$ cat src/rtl/tdt_pkg.sv
// Shared types and codes for the deferred event timer table.
`default_nettype none

package tdt_pkg;

  // Field widths fixed by the interface
  localparam int OP_W   = 2;
  localparam int CD_W   = 16;
  localparam int TGT_W  = 4;
  localparam int EV_W   = 8;
  localparam int SLOT_W = 5;
  localparam int KIND_W = 2;
  localparam int DIV_W  = 16;

  // Operation codes
  localparam logic [OP_W-1:0] OP_SET    = 2'd0;
  localparam logic [OP_W-1:0] OP_CANCEL = 2'd1;
  localparam logic [OP_W-1:0] OP_TICK   = 2'd2;

  // Result kinds
  localparam logic [KIND_W-1:0] KIND_SET   = 2'd0;
  localparam logic [KIND_W-1:0] KIND_ACK   = 2'd1;
  localparam logic [KIND_W-1:0] KIND_FIRED = 2'd2;
  localparam logic [KIND_W-1:0] KIND_DONE  = 2'd3;

  // One stored timer
  typedef struct packed {
    logic [CD_W-1:0]  countdown;
    logic [TGT_W-1:0] target;
    logic [EV_W-1:0]  ev;
  } slot_entry_t;

  // Divider status seen by the controller
  typedef struct packed {
    logic             busy;
    logic [DIV_W-1:0] quotient;
    logic [DIV_W-1:0] remainder;
  } div_status_t;

endpackage

`default_nettype wire

$ cat src/rtl/tdt_ram.sv
// Generic single-write, single-read RAM with registered read data.
`default_nettype none

module tdt_ram #(
  parameter int WIDTH = 8,
  parameter int DEPTH = 32,
  localparam int AddrW = $clog2(DEPTH)
) (
  input  logic             clk,
  input  logic             we,
  input  logic [AddrW-1:0] waddr,
  input  logic [WIDTH-1:0] wdata,
  input  logic             re,
  input  logic [AddrW-1:0] raddr,
  output logic [WIDTH-1:0] rdata
);

  logic [WIDTH-1:0] mem [DEPTH];

  always_ff @(posedge clk) begin
    if (we) begin
      mem[waddr] <= wdata;
    end
    if (re) begin
      rdata <= mem[raddr];
    end
  end

endmodule

`default_nettype wire

$ cat src/rtl/tdt_div.sv
// Restoring divider, one quotient bit per cycle.
`default_nettype none

module tdt_div (
  input  logic                       clk,
  input  logic                       rst,
  input  logic                       start,
  input  logic [tdt_pkg::DIV_W-1:0]  dividend,
  input  logic [tdt_pkg::DIV_W-1:0]  divisor,
  output tdt_pkg::div_status_t       status
);

  localparam int DivW = tdt_pkg::DIV_W;
  localparam int CntW = $clog2(DivW);
  localparam logic [CntW-1:0] LastStep = CntW'(DivW - 1);

  logic            busy;
  logic [CntW-1:0] count;
  logic [DivW-1:0] rem;
  logic [DivW-1:0] quo;
  logic [DivW-1:0] dvsr;

  logic [DivW:0] trial;
  logic [DivW:0] diff;
  logic          ge;

  assign trial = {rem, quo[DivW-1]};
  assign ge    = trial >= {1'b0, dvsr};
  assign diff  = trial - {1'b0, dvsr};

  always_ff @(posedge clk) begin
    if (rst) begin
      busy  <= 1'b0;
      count <= '0;
    end else if (start) begin
      busy  <= 1'b1;
      count <= '0;
    end else if (busy) begin
      count <= count + CntW'(1);
      if (count == LastStep) begin
        busy <= 1'b0;
      end
    end
  end

  always_ff @(posedge clk) begin
    if (start) begin
      rem  <= '0;
      quo  <= dividend;
      dvsr <= divisor;
    end else if (busy) begin
      // keep the partial remainder below the divisor
      rem <= ge ? diff[DivW-1:0] : trial[DivW-1:0];
      quo <= {quo[DivW-2:0], ge};
    end
  end

  assign status.busy      = busy;
  assign status.quotient  = quo;
  assign status.remainder = rem;

endmodule

`default_nettype wire

$ cat src/rtl/deferred_event_timer_table_top.sv
// Top level of the deferred event timer table: control sequencer, slot memories, divider.
//
//   channel | direction | handshake            | payload
//   --------+-----------+----------------------+------------------------------------------
//   config  | in        | cfg_wr_en            | cfg_wr_data (tick_divisor)
//   request | in        | in_valid / in_ready  | opcode, delay_ticks, target_id, event_code,
//           |           |                      | cancel_slot, elapsed_time
//   result  | out       | out_valid / out_ready| reply_kind, set_ok, slot_number,
//           |           |                      | fired_target, fired_event, last_of_run
//
// Sequence: cancel is accepted and then replies; set scans the busy flags one slot a cycle for a
// free slot; tick waits on the bit-serial divider, then walks the slots one by one, with an extra
// memory-read step for each active slot, and ends with the reply.
// One request is in flight at a time; in_ready is high only between requests.
// Reset: synchronous; clears the busy flags (every slot free), the time remainder and sets the
// divisor to 1. The slot memories are not cleared; a slot is read only while its busy flag is set.
// Stalls: a result beat waits in the output register; the sequencer holds when it has a further
// beat to hand over and the register is still full.
`default_nettype none

module deferred_event_timer_table_top #(
  parameter int SLOT_COUNT = 32
) (
  input  logic                         clk,
  input  logic                         rst,
  input  logic                         cfg_wr_en,
  input  logic [15:0]                  cfg_wr_data,
  input  logic                         in_valid,
  output logic                         in_ready,
  input  logic [tdt_pkg::OP_W-1:0]     opcode,
  input  logic [tdt_pkg::CD_W-1:0]     delay_ticks,
  input  logic [tdt_pkg::TGT_W-1:0]    target_id,
  input  logic [tdt_pkg::EV_W-1:0]     event_code,
  input  logic [tdt_pkg::SLOT_W-1:0]   cancel_slot,
  input  logic [tdt_pkg::DIV_W-1:0]    elapsed_time,
  output logic                         out_valid,
  input  logic                         out_ready,
  output logic [tdt_pkg::KIND_W-1:0]   reply_kind,
  output logic                         set_ok,
  output logic [tdt_pkg::SLOT_W-1:0]   slot_number,
  output logic [tdt_pkg::TGT_W-1:0]    fired_target,
  output logic [tdt_pkg::EV_W-1:0]     fired_event,
  output logic                         last_of_run
);

  localparam int IdxW   = $clog2(SLOT_COUNT);
  localparam int SlotW  = tdt_pkg::SLOT_W;
  localparam int DivW   = tdt_pkg::DIV_W;
  localparam int EntryW = $bits(tdt_pkg::slot_entry_t);
  localparam logic [IdxW-1:0] LastIdx = IdxW'(SLOT_COUNT - 1);

  typedef enum logic [5:0] {
    ST_IDLE    = 6'b000001,
    ST_SCAN    = 6'b000010,
    ST_DIV     = 6'b000100,
    ST_WALK_RD = 6'b001000,
    ST_WALK_EV = 6'b010000,
    ST_REPLY   = 6'b100000
  } state_t;

  // Control state
  state_t                state;
  state_t                state_next;
  logic [IdxW-1:0]       idx;
  logic [IdxW-1:0]       idx_next;
  logic [SLOT_COUNT-1:0] busy;
  logic [SLOT_COUNT-1:0] busy_next;
  logic [DivW-1:0]       tick_divisor;
  logic [DivW-1:0]       time_remainder;

  // Request payload held for set
  logic [tdt_pkg::CD_W-1:0]  set_delay;
  logic [tdt_pkg::TGT_W-1:0] set_target;
  logic [tdt_pkg::EV_W-1:0]  set_event;

  // Final reply waiting for the output register
  logic [tdt_pkg::KIND_W-1:0] rep_kind;
  logic [tdt_pkg::KIND_W-1:0] rep_kind_next;
  logic                       rep_ok;
  logic                       rep_ok_next;
  logic [SlotW-1:0]           rep_slot;
  logic [SlotW-1:0]           rep_slot_next;

  // Output register load
  logic                       out_load;
  logic [tdt_pkg::KIND_W-1:0] ld_kind;
  logic                       ld_ok;
  logic [SlotW-1:0]           ld_slot;
  logic [tdt_pkg::TGT_W-1:0]  ld_target;
  logic [tdt_pkg::EV_W-1:0]   ld_event;
  logic                       ld_last;

  // Memory ports
  logic                 data_we;
  logic [IdxW-1:0]      data_waddr;
  tdt_pkg::slot_entry_t data_wentry;
  logic [EntryW-1:0]    data_rdata;
  tdt_pkg::slot_entry_t rd_entry;
  logic                 cancel_we;
  logic [IdxW-1:0]      cancel_waddr;
  logic                 cancel_wdata;
  logic                 cancel_rdata;
  logic                 rd_en;

  // Divider
  logic                 div_start;
  logic [DivW:0]        sum_full;
  logic [DivW-1:0]      div_divisor;
  tdt_pkg::div_status_t div_st;

  logic accept;
  logic out_free;
  logic advance;

  assign in_ready  = (state == ST_IDLE);
  assign accept    = in_valid && in_ready;
  assign out_free  = !out_valid || out_ready;
  assign rd_entry  = tdt_pkg::slot_entry_t'(data_rdata);

  // Sum of elapsed time and remainder wraps at 16 bits; a divisor of zero acts as one
  assign sum_full    = {1'b0, elapsed_time} + {1'b0, time_remainder};
  assign div_divisor = (tick_divisor == '0) ? DivW'(1) : tick_divisor;
  assign div_start   = accept && (opcode == tdt_pkg::OP_TICK);

  tdt_div u_div (
    .clk      (clk),
    .rst      (rst),
    .start    (div_start),
    .dividend (sum_full[DivW-1:0]),
    .divisor  (div_divisor),
    .status   (div_st)
  );

  tdt_ram #(.WIDTH(EntryW), .DEPTH(SLOT_COUNT)) u_data_ram (
    .clk   (clk),
    .we    (data_we),
    .waddr (data_waddr),
    .wdata (data_wentry),
    .re    (rd_en),
    .raddr (idx),
    .rdata (data_rdata)
  );

  tdt_ram #(.WIDTH(1), .DEPTH(SLOT_COUNT)) u_cancel_ram (
    .clk   (clk),
    .we    (cancel_we),
    .waddr (cancel_waddr),
    .wdata (cancel_wdata),
    .re    (rd_en),
    .raddr (idx),
    .rdata (cancel_rdata)
  );

  // Sequencer. Each memory entry is written at most once per slot visit and read only in
  // the next visit, so a read never overlaps a pending write to the same entry.
  always_comb begin
    state_next    = state;
    idx_next      = idx;
    busy_next     = busy;
    rep_kind_next = rep_kind;
    rep_ok_next   = rep_ok;
    rep_slot_next = rep_slot;

    data_we               = 1'b0;
    data_waddr            = idx;
    data_wentry.countdown = set_delay;
    data_wentry.target    = set_target;
    data_wentry.ev        = set_event;
    cancel_we             = 1'b0;
    cancel_waddr          = idx;
    cancel_wdata          = 1'b0;
    rd_en                 = 1'b0;

    out_load  = 1'b0;
    ld_kind   = rep_kind;
    ld_ok     = rep_ok;
    ld_slot   = rep_slot;
    ld_target = '0;
    ld_event  = '0;
    ld_last   = 1'b1;
    advance   = 1'b0;

    case (state)
      ST_IDLE: begin
        if (accept) begin
          case (opcode)
            tdt_pkg::OP_SET: begin
              idx_next   = '0;
              state_next = ST_SCAN;
            end
            tdt_pkg::OP_CANCEL: begin
              // drop a cancel beyond the table, acknowledge regardless
              cancel_we     = (int'(cancel_slot) < SLOT_COUNT);
              cancel_waddr  = IdxW'(cancel_slot);
              cancel_wdata  = 1'b1;
              rep_kind_next = tdt_pkg::KIND_ACK;
              rep_ok_next   = 1'b0;
              rep_slot_next = '0;
              state_next    = ST_REPLY;
            end
            tdt_pkg::OP_TICK: begin
              state_next = ST_DIV;
            end
            default: begin
              state_next = ST_IDLE;
            end
          endcase
        end
      end

      ST_SCAN: begin
        if (!busy[idx]) begin
          data_we        = 1'b1;
          cancel_we      = 1'b1;
          cancel_wdata   = 1'b0;
          busy_next[idx] = (set_delay != '0);
          rep_kind_next  = tdt_pkg::KIND_SET;
          rep_ok_next    = 1'b1;
          rep_slot_next  = SlotW'(idx);
          state_next     = ST_REPLY;
        end else if (idx == LastIdx) begin
          rep_kind_next = tdt_pkg::KIND_SET;
          rep_ok_next   = 1'b0;
          rep_slot_next = '0;
          state_next    = ST_REPLY;
        end else begin
          idx_next = idx + IdxW'(1);
        end
      end

      ST_DIV: begin
        if (!div_st.busy) begin
          idx_next   = '0;
          state_next = ST_WALK_RD;
        end
      end

      ST_WALK_RD: begin
        if (busy[idx]) begin
          rd_en      = 1'b1;
          state_next = ST_WALK_EV;
        end else if (idx == LastIdx) begin
          rep_kind_next = tdt_pkg::KIND_DONE;
          rep_ok_next   = 1'b0;
          rep_slot_next = '0;
          state_next    = ST_REPLY;
        end else begin
          idx_next = idx + IdxW'(1);
        end
      end

      ST_WALK_EV: begin
        if (cancel_rdata) begin
          busy_next[idx] = 1'b0;
          advance        = 1'b1;
        end else if (rd_entry.countdown <= div_st.quotient) begin
          // hold here until the output register frees up
          if (out_free) begin
            out_load       = 1'b1;
            ld_kind        = tdt_pkg::KIND_FIRED;
            ld_ok          = 1'b0;
            ld_slot        = SlotW'(idx);
            ld_target      = rd_entry.target;
            ld_event       = rd_entry.ev;
            ld_last        = 1'b0;
            busy_next[idx] = 1'b0;
            advance        = 1'b1;
          end
        end else begin
          data_we               = 1'b1;
          data_wentry.countdown = rd_entry.countdown - div_st.quotient;
          data_wentry.target    = rd_entry.target;
          data_wentry.ev        = rd_entry.ev;
          advance               = 1'b1;
        end
        if (advance) begin
          if (idx == LastIdx) begin
            rep_kind_next = tdt_pkg::KIND_DONE;
            rep_ok_next   = 1'b0;
            rep_slot_next = '0;
            state_next    = ST_REPLY;
          end else begin
            idx_next   = idx + IdxW'(1);
            state_next = ST_WALK_RD;
          end
        end
      end

      ST_REPLY: begin
        if (out_free) begin
          out_load   = 1'b1;
          state_next = ST_IDLE;
        end
      end

      default: begin
        state_next = ST_IDLE;
      end
    endcase
  end

  always_ff @(posedge clk) begin
    if (rst) begin
      state          <= ST_IDLE;
      idx            <= '0;
      busy           <= '0;
      tick_divisor   <= DivW'(1);
      time_remainder <= '0;
      out_valid      <= 1'b0;
    end else begin
      state <= state_next;
      idx   <= idx_next;
      busy  <= busy_next;
      if (cfg_wr_en) begin
        tick_divisor <= cfg_wr_data;
      end
      if ((state == ST_DIV) && !div_st.busy) begin
        time_remainder <= div_st.remainder;
      end
      if (out_load) begin
        out_valid <= 1'b1;
      end else if (out_ready) begin
        out_valid <= 1'b0;
      end
    end
  end

  // Payload registers
  always_ff @(posedge clk) begin
    if (accept) begin
      set_delay  <= delay_ticks;
      set_target <= target_id;
      set_event  <= event_code;
    end
    rep_kind <= rep_kind_next;
    rep_ok   <= rep_ok_next;
    rep_slot <= rep_slot_next;
    if (out_load) begin
      reply_kind   <= ld_kind;
      set_ok       <= ld_ok;
      slot_number  <= ld_slot;
      fired_target <= ld_target;
      fired_event  <= ld_event;
      last_of_run  <= ld_last;
    end
  end

  // A slot is evaluated only after a read issued for a busy slot
  a_walk_busy: assert property (@(posedge clk) disable iff (rst)
    (state == ST_WALK_EV) |-> busy[idx])
    else $error("walk evaluates a free slot");

  // A slot taken with a non-zero delay is busy afterwards
  a_set_marks_busy: assert property (@(posedge clk) disable iff (rst)
    (state == ST_SCAN && !busy[idx] && set_delay != '0) |=> busy[$past(idx)])
    else $error("set did not mark its slot busy");

  // The divider runs only while the sequencer waits for it
  a_div_owned: assert property (@(posedge clk) disable iff (rst)
    div_st.busy |-> (state == ST_DIV))
    else $error("divider busy outside the divide step");

  // A fired beat is never the last beat of a run
  a_fired_not_last: assert property (@(posedge clk) disable iff (rst)
    (out_valid && reply_kind == tdt_pkg::KIND_FIRED) |-> !last_of_run)
    else $error("fired beat flagged as last");

  // A fired beat never leaves the block ready for a new request; the run's final reply still follows
  a_no_accept_mid_run: assert property (@(posedge clk) disable iff (rst)
    out_load && (state == ST_WALK_EV) |=> !in_ready)
    else $error("request taken while a tick is still walking");

endmodule

`default_nettype wire

$ cat config.mk
export PLATFORM = sky130hd
export DESIGN_NAME = deferred_event_timer_table_top
export DESIGN_NICKNAME = d
export VERILOG_FILES = /design/src/rtl/tdt_pkg.sv /design/src/rtl/tdt_ram.sv /design/src/rtl/tdt_div.sv /design/src/rtl/deferred_event_timer_table_top.sv
export SDC_FILE = /design/constraint.sdc
export NUM_CORES = 1
export LEC_CHECK = 0
export BUFFER_PORTS_ARGS = -buffer_cell sky130_fd_sc_hd__buf_2
export CORE_ASPECT_RATIO = 1.75
export CORE_UTILIZATION = 45
export DETAILED_ROUTE_END_ITERATION = 10
export GPL_TIMING_DRIVEN = 1
export SYNTH_ARGS = -nofsm -noshare
export SYNTH_HDL_FRONTEND = slang
export SYNTH_SLANG_ARGS = --single-unit
$ cat constraint.sdc
create_clock -name clk -period 4 [get_ports clk]
set_input_delay 0.8 -clock clk [delete_from_list [all_inputs] [get_ports clk]]
set_output_delay 0.8 -clock clk [all_outputs]
set_load 0.05 [all_outputs]
==> results of run 1 <==
cell families after synthesis:
family	Yosys count	synth area share (%)
simple gates	444	4.851
compound gates	404	5.771
fa+ha+maj	56	1.569
buf+inv	206	1.778
xor+xnor	34	0.6461
flops	1143	72.36
mux	301	13.02
state kept, by name, summed over array words and instances, names as in the netlist, 2 cells and up:
name,cells
tick_divisor,16
data_waddr,5
time_remainder,16
rep_slot,5
rep_kind,2
u_div.rem,16
u_div.dvsr,16
state,6
set_target,4
fired_event,8
slot_number,5
u_div.quo,16
fired_target,4
u_data_ram.mem,896
set_event,8
u_div.count,4
set_delay,16
busy,32
u_data_ram.rdata,28
reply_kind,2
u_cancel_ram.mem,32
where the power goes:
part | switching, mW | internal [mW]
registers | 0.163 | 13.3
clock network | 4.39 | 5.39
logic | 1.03 | 0.572
per-layer routing:
layer / part of all wire (%) / global-route usage, % / routed length (um) / vias to the layer above
met5: 0 / 0 / 0 / -
met4: 3.4 / 8.542 / 4009 / 0
met3: 5.0 / 2.957 / 5836 / 168
met2: 54 / 41.19 / 63000 / 798
met1: 37 / 26.85 / 43430 / 13150
li1: - / - / - / 10800
per-stage QoR:
| stage | std cells | util (%) | worst slack, ps | hold slack [ps] |
|---|---|---|---|---|
| after floorplan | 2588 | - | -143.7 | 440.0 |
| after global routing | 4170 | 51.36 | 25.70 | 226.8 |
| after CTS | 4168 | 51.31 | 140.0 | 207.8 |
| after detailed placement | 3984 | 48.09 | 229.6 | 450.4 |
| final | 4171 | 51.36 | 310.9 | 255.4 |
| after global placement | 3984 | 48.09 | 334.5 | 449.3 |
final timing paths:
path / end / slack (ps) / depth (start not counted)
worst max register to register: u_data_ram.mem[0][21]$_DFFE_PP_ / 310 / 9
worst max-delay path: u_data_ram.mem[0][21]$_DFFE_PP_ / 310 / 9
worst min register to register: time_remainder[3]$_SDFFE_PP0P_ / 470 / 2
worst min-delay path: set_event[2]$_DFFE_PP_ / 260 / 1
area by class of cell:
class,count,share of cell area (%)
Inverter,54,0.3876
Multi-Input combinational cell,1239,23.49
Antenna cell,3,0.01436
Sequential cell,1143,63.79
Clock buffer,114,4.967
Tap cell,1334,3.192
Clock inverter,70,1.294
Timing Repair Buffer,214,2.862
what timing repair did:
item,in CTS,in global routing
resized for setup,0,6
hold endpoints to repair,0,0
setup endpoints to repair,0,154
layout by cell type (no fill, tap or decap), drive strengths merged, types with 24 or more instances in the layout:
cell type  instances
and3              30
mux4             237
inv               57
edfxtp          1046
clkbuf           114
nor3              24
dfxtp             97
a31oi             37
clkinv            53
nand2            127
a22oi            100
nor2             121
buf              214
mux2i             44
o21ai             86
a21oi             75
ha                53
a211oi            37
==> impl_metrics.xml, run 1 <==
<?xml version="1.0" encoding="UTF-8"?>
<metrics>
  <group name="clock_network">
    <metric name="cts_setup_buffers" unit="">0</metric>
    <metric name="tritoncts_clock_tree" unit="">yes</metric>
    <metric name="tritoncts_num_sinks" unit="">1143</metric>
    <metric name="worstSkewPairLatency" unit="ps">720</metric>
    <metric name="clock-root-buffer" unit="">sky130_fd_sc_hd__clkbuf_16</metric>
    <metric name="clk_pin_slew_worst_paths" unit="ps">70</metric>
    <metric name="cts.htree.levels" unit="">3</metric>
    <metric name="cts-root-to-sink-buffers" unit="">3</metric>
    <metric name="cts_inserted_buffers" unit="">101</metric>
    <metric name="hold_buffers" unit="">0</metric>
  </group>
  <group name="synth">
    <metric name="ys_warn_count" unit="">0</metric>
    <metric name="net_count_after_synthesis" unit="">2716</metric>
    <metric name="yosys.area.top_type_share" unit="%">68.15</metric>
    <metric name="cell_taking_the_most_area_after_synthesis" unit="">sky130_fd_sc_hd__edfxtp_1</metric>
    <metric name="post_synth_instance_area" unit="um^2">46090</metric>
    <metric name="synth-main-ff-cell" unit="">sky130_fd_sc_hd__edfxtp_1</metric>
    <metric name="synth_top_cells_by_area" unit="">sky130_fd_sc_hd__edfxtp_1 68%, sky130_fd_sc_hd__mux4_2 12%, sky130_fd_sc_hd__dfxtp_1 4.2%</metric>
    <metric name="synth_seq_cells" unit="">1143</metric>
    <metric name="synth-edff-count" unit="">1046</metric>
    <metric name="syn-instance-count" unit="">2588</metric>
    <metric name="most_numerous_cell_in_the_yosys_netlist" unit="">sky130_fd_sc_hd__edfxtp_1</metric>
    <metric name="synth.top_cells.by_count" unit="">1,046 x sky130_fd_sc_hd__edfxtp_1, 237 x sky130_fd_sc_hd__mux4_2, 126 x sky130_fd_sc_hd__nand2_1</metric>
    <metric name="synth-seq-area-share" unit="%">72.36</metric>
    <metric name="post_synth.cell_area_avg" unit="um^2">17.81</metric>
    <metric name="synth.distinct_cells" unit="">79</metric>
    <metric name="async_reset_ff_share" unit="%">0</metric>
  </group>
  <group name="placed_design">
    <metric name="dpl_cell_area" unit="um^2">48970</metric>
    <metric name="buffer_ports.inserted" unit="">94</metric>
    <metric name="dp_hpwl" unit="mm">73.99</metric>
    <metric name="place.gp.congestion" unit="">0.8653</metric>
  </group>
  <group name="route">
    <metric name="avgViaCountPerCell" unit="">5.973</metric>
    <metric name="route.antenna.remaining_nets" unit="">0</metric>
    <metric name="first_pass_iteration_count_of_the_detailed_router" unit="">5</metric>
    <metric name="total_number_of_vias" unit="">24920</metric>
    <metric name="detail_route.drc_violations" unit="">0</metric>
    <metric name="average_wire_length_per_cell_after_detail_routing" unit="um">27.88</metric>
    <metric name="route.final.wire_length" unit="mm">116.3</metric>
    <metric name="detail_route.iter0.violations" unit="">2151</metric>
  </group>
  <group name="global_routing">
    <metric name="grt_max_degree" unit="">137</metric>
    <metric name="first_global_vias" unit="">25760</metric>
    <metric name="globalRoute.totalOverflow" unit="">0</metric>
    <metric name="first_pass_grt_wire_length" unit="mm">170.3</metric>
    <metric name="number_of_antenna_violations_at_the_first_check_in_global_routing" unit="">4</metric>
    <metric name="grt_util_all_layers" unit="%">22.54</metric>
  </group>
  <group name="sta">
    <metric name="fin_tns_setup" unit="ps">0</metric>
    <metric name="max_slew.worst_pin.slew" unit="ps">1226</metric>
    <metric name="fmax" unit="MHz">271.1</metric>
    <metric name="finalSetupViolCount" unit="">0</metric>
    <metric name="final_period_minus_worst_setup_slack" unit="ps">3689</metric>
    <metric name="report.final.hold_viol_count" unit="">0</metric>
    <metric name="slew-limit-headroom" unit="%">18.25</metric>
    <metric name="final_max_slew_viol_count" unit="">0</metric>
    <metric name="rsz0062_at_grt" unit="">false</metric>
    <metric name="final_setup_skew" unit="ps">36.21</metric>
    <metric name="timing.final.crit_share" unit="%">92.23</metric>
  </group>
  <group name="pwr">
    <metric name="max_ir_drop_vdd" unit="V">0.0003402</metric>
    <metric name="cell_leakage_power" unit="nW">16.50</metric>
    <metric name="power.density_cell_area" unit="nW/um^2">475.3</metric>
    <metric name="totalPowerFinal" unit="mW">24.85</metric>
  </group>
  <group name="critical_path">
    <metric name="regToRegStartpoint" unit="">u_div.quo[0]$_DFFE_PP_</metric>
    <metric name="critPathMaxFanout" unit="">32</metric>
    <metric name="critical_path_buf_inv_count" unit="">1</metric>
    <metric name="critPathRequiredTime" unit="ps">4340</metric>
    <metric name="crit_slowest_cell" unit="">sky130_fd_sc_hd__o21ai_2</metric>
    <metric name="crit_chain" unit="">ha_1, fa_1, nand2b_1, a211oi_1, o311ai_1, a21oi_1, nand2_2, buf_4, o21ai_2</metric>
    <metric name="slowest_delay" unit="ps">960</metric>
    <metric name="cp.arrival" unit="ps">4030</metric>
    <metric name="critPathLaunchType" unit="">flip-flop</metric>
    <metric name="timing.critical_path.max_delay_family" unit="">compound AO/OA/AOI/OAI gates</metric>
    <metric name="crit_start" unit="">u_div.quo[0]$_DFFE_PP_</metric>
    <metric name="crit_type" unit="">flip-flop to flip-flop</metric>
    <metric name="worstSetupEndpointType" unit="">flip-flop</metric>
  </group>
  <group name="die">
    <metric name="boundaryPins" unit="">95</metric>
    <metric name="die_w" unit="um">243.9</metric>
    <metric name="design.die.area" unit="um^2">103800</metric>
    <metric name="fp.coreArea" unit="um^2">101800</metric>
    <metric name="overall_die_height" unit="um">425.4</metric>
    <metric name="start_util" unit="%">45.27</metric>
    <metric name="row_count" unit="">155</metric>
  </group>
  <group name="layout">
    <metric name="multi_input_comb_area" unit="um^2">12280</metric>
    <metric name="final_design_area_no_fill" unit="um^2">52300</metric>
    <metric name="layout.nets" unit="">2881</metric>
    <metric name="layout.filler_cells" unit="">8103</metric>
    <metric name="post_route_cells_drive_above_1_share" unit="%">24.38</metric>
    <metric name="area.growth.synth_to_final" unit="%">13.46</metric>
    <metric name="area.sequential" unit="um^2">33360</metric>
  </group>
  <group name="worst_hold_path">
    <metric name="min-delay-start" unit="">event_code[2]</metric>
    <metric name="worst_hold_path_type" unit="">input pin to flip-flop</metric>
  </group>
  <group name="job">
    <metric name="max_cap_viol_count" unit="">0</metric>
  </group>
  <group name="run_status">
    <metric name="outcome" unit="">complete, no violations</metric>
  </group>
</metrics>
No activity file was read; power rests on OpenSTA's default activity.
==> run 2: changes to the inputs <==
--- a/config.mk
+++ b/config.mk
@@ -10,6 +10,7 @@
 export CORE_UTILIZATION = 45
 export DETAILED_ROUTE_END_ITERATION = 10
 export GPL_TIMING_DRIVEN = 1
+export RECOVER_POWER = 25
 export SYNTH_ARGS = -nofsm -noshare
 export SYNTH_HDL_FRONTEND = slang
 export SYNTH_SLANG_ARGS = --single-unit
==> constraint.sdc (replaced) <==
create_clock -name clk -period 3.3 [get_ports clk]
set_input_delay 0.66 -clock clk [delete_from_list [all_inputs] [get_ports clk]]
set_output_delay 0.66 -clock clk [all_outputs]
set_load 0.05 [all_outputs]
==> impl_metrics.xml, run 2 (synthesis results as in run 1) <==
<?xml version="1.0" encoding="UTF-8"?>
<metrics>
  <group name="sta">
    <metric name="timing.final.crit_share" unit="%">98.88</metric>
    <metric name="max_slew.worst_pin.slew" unit="ps">1064</metric>
    <metric name="report.final.hold_viol_count" unit="">0</metric>
    <metric name="slew-limit-headroom" unit="%">29.08</metric>
    <metric name="worst_slack_setup_final" unit="ps">36.88</metric>
    <metric name="rsz0062_at_grt" unit="">true</metric>
    <metric name="hold_slack" unit="ps">136.2</metric>
    <metric name="finalSetupViolCount" unit="">0</metric>
    <metric name="final_max_slew_viol_count" unit="">0</metric>
    <metric name="final_setup_skew" unit="ps">20.10</metric>
    <metric name="final_period_minus_worst_setup_slack" unit="ps">3263</metric>
    <metric name="fmax" unit="MHz">306.5</metric>
  </group>
  <group name="critical_path">
    <metric name="crit_chain" unit="">ha_2, fa_2, nand2b_4, a211oi_4, o311ai_2, a21oi_2, nand2_2, buf_8, buf_4, nand2_1, o21ai_2, buf_12</metric>
    <metric name="critPathRequiredTime" unit="ps">3710</metric>
    <metric name="slowest_delay" unit="ps">410</metric>
    <metric name="crit_slowest_cell" unit="">sky130_fd_sc_hd__edfxtp_1</metric>
    <metric name="critPathMaxFanout" unit="">32</metric>
    <metric name="cp.arrival" unit="ps">3670</metric>
    <metric name="critPathLaunchType" unit="">flip-flop</metric>
    <metric name="crit_type" unit="">flip-flop to flip-flop</metric>
    <metric name="worstSetupEndpointType" unit="">flip-flop</metric>
  </group>
  <group name="die">
    <metric name="overall_die_height" unit="um">425.4</metric>
    <metric name="boundaryPins" unit="">95</metric>
    <metric name="start_util" unit="%">45.27</metric>
    <metric name="row_count" unit="">155</metric>
    <metric name="fp.coreArea" unit="um^2">101800</metric>
    <metric name="design.die.area" unit="um^2">103800</metric>
    <metric name="die_w" unit="um">243.9</metric>
  </group>
  <group name="global_routing">
    <metric name="number_of_antenna_violations_at_the_first_check_in_global_routing" unit="">2</metric>
    <metric name="grtUsageMet3" unit="%">3.247</metric>
    <metric name="gr-max-usage-layer" unit="">met2</metric>
    <metric name="grt_max_degree" unit="">84</metric>
    <metric name="globalRoute.totalOverflow" unit="">0</metric>
    <metric name="grt_util_all_layers" unit="%">24.64</metric>
    <metric name="groute.layer.met2.usage" unit="%">45.82</metric>
    <metric name="grt_use_met1" unit="%">28.63</metric>
    <metric name="first_pass_grt_wire_length" unit="mm">182.6</metric>
    <metric name="first_global_vias" unit="">26610</metric>
  </group>
  <group name="pwr">
    <metric name="share_comb_of_total_power" unit="%">7.0</metric>
    <metric name="power_switching_share" unit="%">22.43</metric>
    <metric name="max_ir_drop_vdd" unit="V">0.0004474</metric>
    <metric name="clkPwrFrac" unit="%">39.4</metric>
    <metric name="power.density_cell_area" unit="nW/um^2">564.4</metric>
    <metric name="power_frac_seq" unit="%">53.6</metric>
    <metric name="power.internal" unit="mW">23.61</metric>
    <metric name="cell_leakage_power" unit="nW">17.12</metric>
    <metric name="net-switching-power" unit="mW">6.826</metric>
  </group>
  <group name="route">
    <metric name="route.antenna.remaining_nets" unit="">0</metric>
    <metric name="first_pass_iteration_count_of_the_detailed_router" unit="">7</metric>
    <metric name="average_wire_length_per_cell_after_detail_routing" unit="um">29.77</metric>
    <metric name="detail_route.drc_violations" unit="">0</metric>
    <metric name="avgViaCountPerCell" unit="">5.995</metric>
    <metric name="total_number_of_vias" unit="">25440</metric>
    <metric name="detail_route.iter0.violations" unit="">2301</metric>
    <metric name="route.final.wire_length" unit="mm">126.3</metric>
  </group>
  <group name="layout">
    <metric name="layout.filler_cells" unit="">8022</metric>
    <metric name="post_route_cells_drive_above_1_share" unit="%">25.76</metric>
    <metric name="fin_cells" unit="">4244</metric>
    <metric name="most_frequent_cells_in_the_layout" unit="">1,046 x sky130_fd_sc_hd__edfxtp_1, 237 x sky130_fd_sc_hd__mux4_2, 121 x sky130_fd_sc_hd__nand2_1</metric>
    <metric name="registers.top_by_ff_count" unit="">u_data_ram.mem</metric>
    <metric name="layout.cells.most_common" unit="">sky130_fd_sc_hd__edfxtp_1</metric>
    <metric name="layout_top_registers" unit="">u_data_ram.mem: 896 flops, busy: 32 flops, u_cancel_ram.mem: 32 flops</metric>
    <metric name="layout.nets" unit="">2949</metric>
    <metric name="largest_reg_flops" unit="">896</metric>
    <metric name="area.sequential" unit="um^2">33360</metric>
    <metric name="area.growth.synth_to_final" unit="%">17.02</metric>
    <metric name="multi_input_comb_area" unit="um^2">12370</metric>
  </group>
  <group name="worst_hold_path">
    <metric name="worst_hold_path_type" unit="">input pin to flip-flop</metric>
  </group>
  <group name="clock_network">
    <metric name="hold_buffers" unit="">0</metric>
    <metric name="tritoncts_num_sinks" unit="">1143</metric>
    <metric name="tritoncts_clock_tree" unit="">yes</metric>
    <metric name="clk_pin_slew_worst_paths" unit="ps">70</metric>
    <metric name="cts-root-to-sink-buffers" unit="">3</metric>
    <metric name="worstSkewPairLatency" unit="ps">700</metric>
    <metric name="cts.htree.levels" unit="">3</metric>
    <metric name="clock-root-buffer" unit="">sky130_fd_sc_hd__clkbuf_16</metric>
    <metric name="cts_inserted_buffers" unit="">101</metric>
  </group>
  <group name="run_status">
    <metric name="outcome" unit="">complete, no violations</metric>
  </group>
  <group name="placed_design">
    <metric name="place.gp.congestion" unit="">0.8365</metric>
    <metric name="dp_hpwl" unit="mm">81.29</metric>
    <metric name="placed_cells_incl_taps" unit="">4044</metric>
    <metric name="placement.setup.worst_slack" unit="ps">-218.2</metric>
    <metric name="buffer_ports.inserted" unit="">94</metric>
  </group>
  <group name="job">
    <metric name="max_cap_viol_count" unit="">0</metric>
  </group>
</metrics>
[run 2: changes by cell type in the layout (fill, tap and decap cells not counted), sizes merged]
cell | before | now
clkinv | 53 | 44
buf | 214 | 245
diode | 3 | 2
bufinv | 11 | 10
o31ai | 8 | 9
clkinvlp | 3 | 6
clkbuf | 114 | 163
[run 2: power groups by stage]
stage,Clock (mW),Sequential [mW],Combinational [mW]
finish,12.0,16.3,2.14
global route,12.7,16.3,2.34
CTS,12.2,16.3,2.13
detailed placement,0,16.6,2.11
global placement,0,16.6,2.05
floorplan,0,16.6,1.36
[run 2: worst paths after layout]
path                                     start                               end  slack (ps)  depth (start not counted)
setup / recovery        u_div.quo[0]$_DFFE_PP_  u_data_ram.mem[17][25]$_DFFE_PP_          40                         12
hold / removal                   event_code[3]            set_event[3]$_DFFE_PP_         140                          1
setup reg to reg        u_div.quo[0]$_DFFE_PP_  u_data_ram.mem[17][25]$_DFFE_PP_          40                         12
hold reg to reg   tick_divisor[3]$_SDFFE_PP0P_       u_div.dvsr[3]$_SDFFCE_PN0P_         460                          0
[run 2: critical path: cells and delay by family (launching register included)]
family | cells | cell delay [ps]
and+or+nand+nor | 3 | 470
DFF | 1 | 410
AOI/OAI and AO/OA | 4 | 750
buffers and inverters | 3 | 690
adders and majority gates | 2 | 560
[run 2: per-layer routing]
layer / up-vias / routed length (um) / share of wire, %
met4: 0 / 4466 / 3.5
li1: 10920 / - / -
met2: 874 / 69470 / 55
met1: 13450 / 45830 / 36
met5: - / 0 / 0
met3: 198 / 6573 / 5.2
[run 2: final cells by class]
type	instances	share of cell area, %
Timing Repair Buffer	281	5.574
Sequential cell	1143	61.85
Clock inverter	63	1.104
Clock buffer	127	5.062
Antenna cell	2	0.009279
Multi-Input combinational cell	1240	22.93
Inverter	54	0.3758
Tap cell	1334	3.095
[run 2: what timing repair did]
action | in CTS | in global routing
resized for setup | 14 | 14
cloned | 1 | 0
setup endpoints to repair | 1312 | 947
pin swaps | 3 | 5
buffers inserted | 0 | 7
[run 2: per-stage QoR]
stage                     setup TNS [ps]  cell area (um^2)  util [%]  total power [mW]
after floorplan                  -176800             46370         -             17.92
after global routing               -5881             53930     52.97             31.36
after CTS                          -8988             53860     52.90             30.62
final                                  0             53940     52.97             30.44
after detailed placement          -54150             50470     49.57             18.74
after global placement            -93420             50470     49.57             18.68
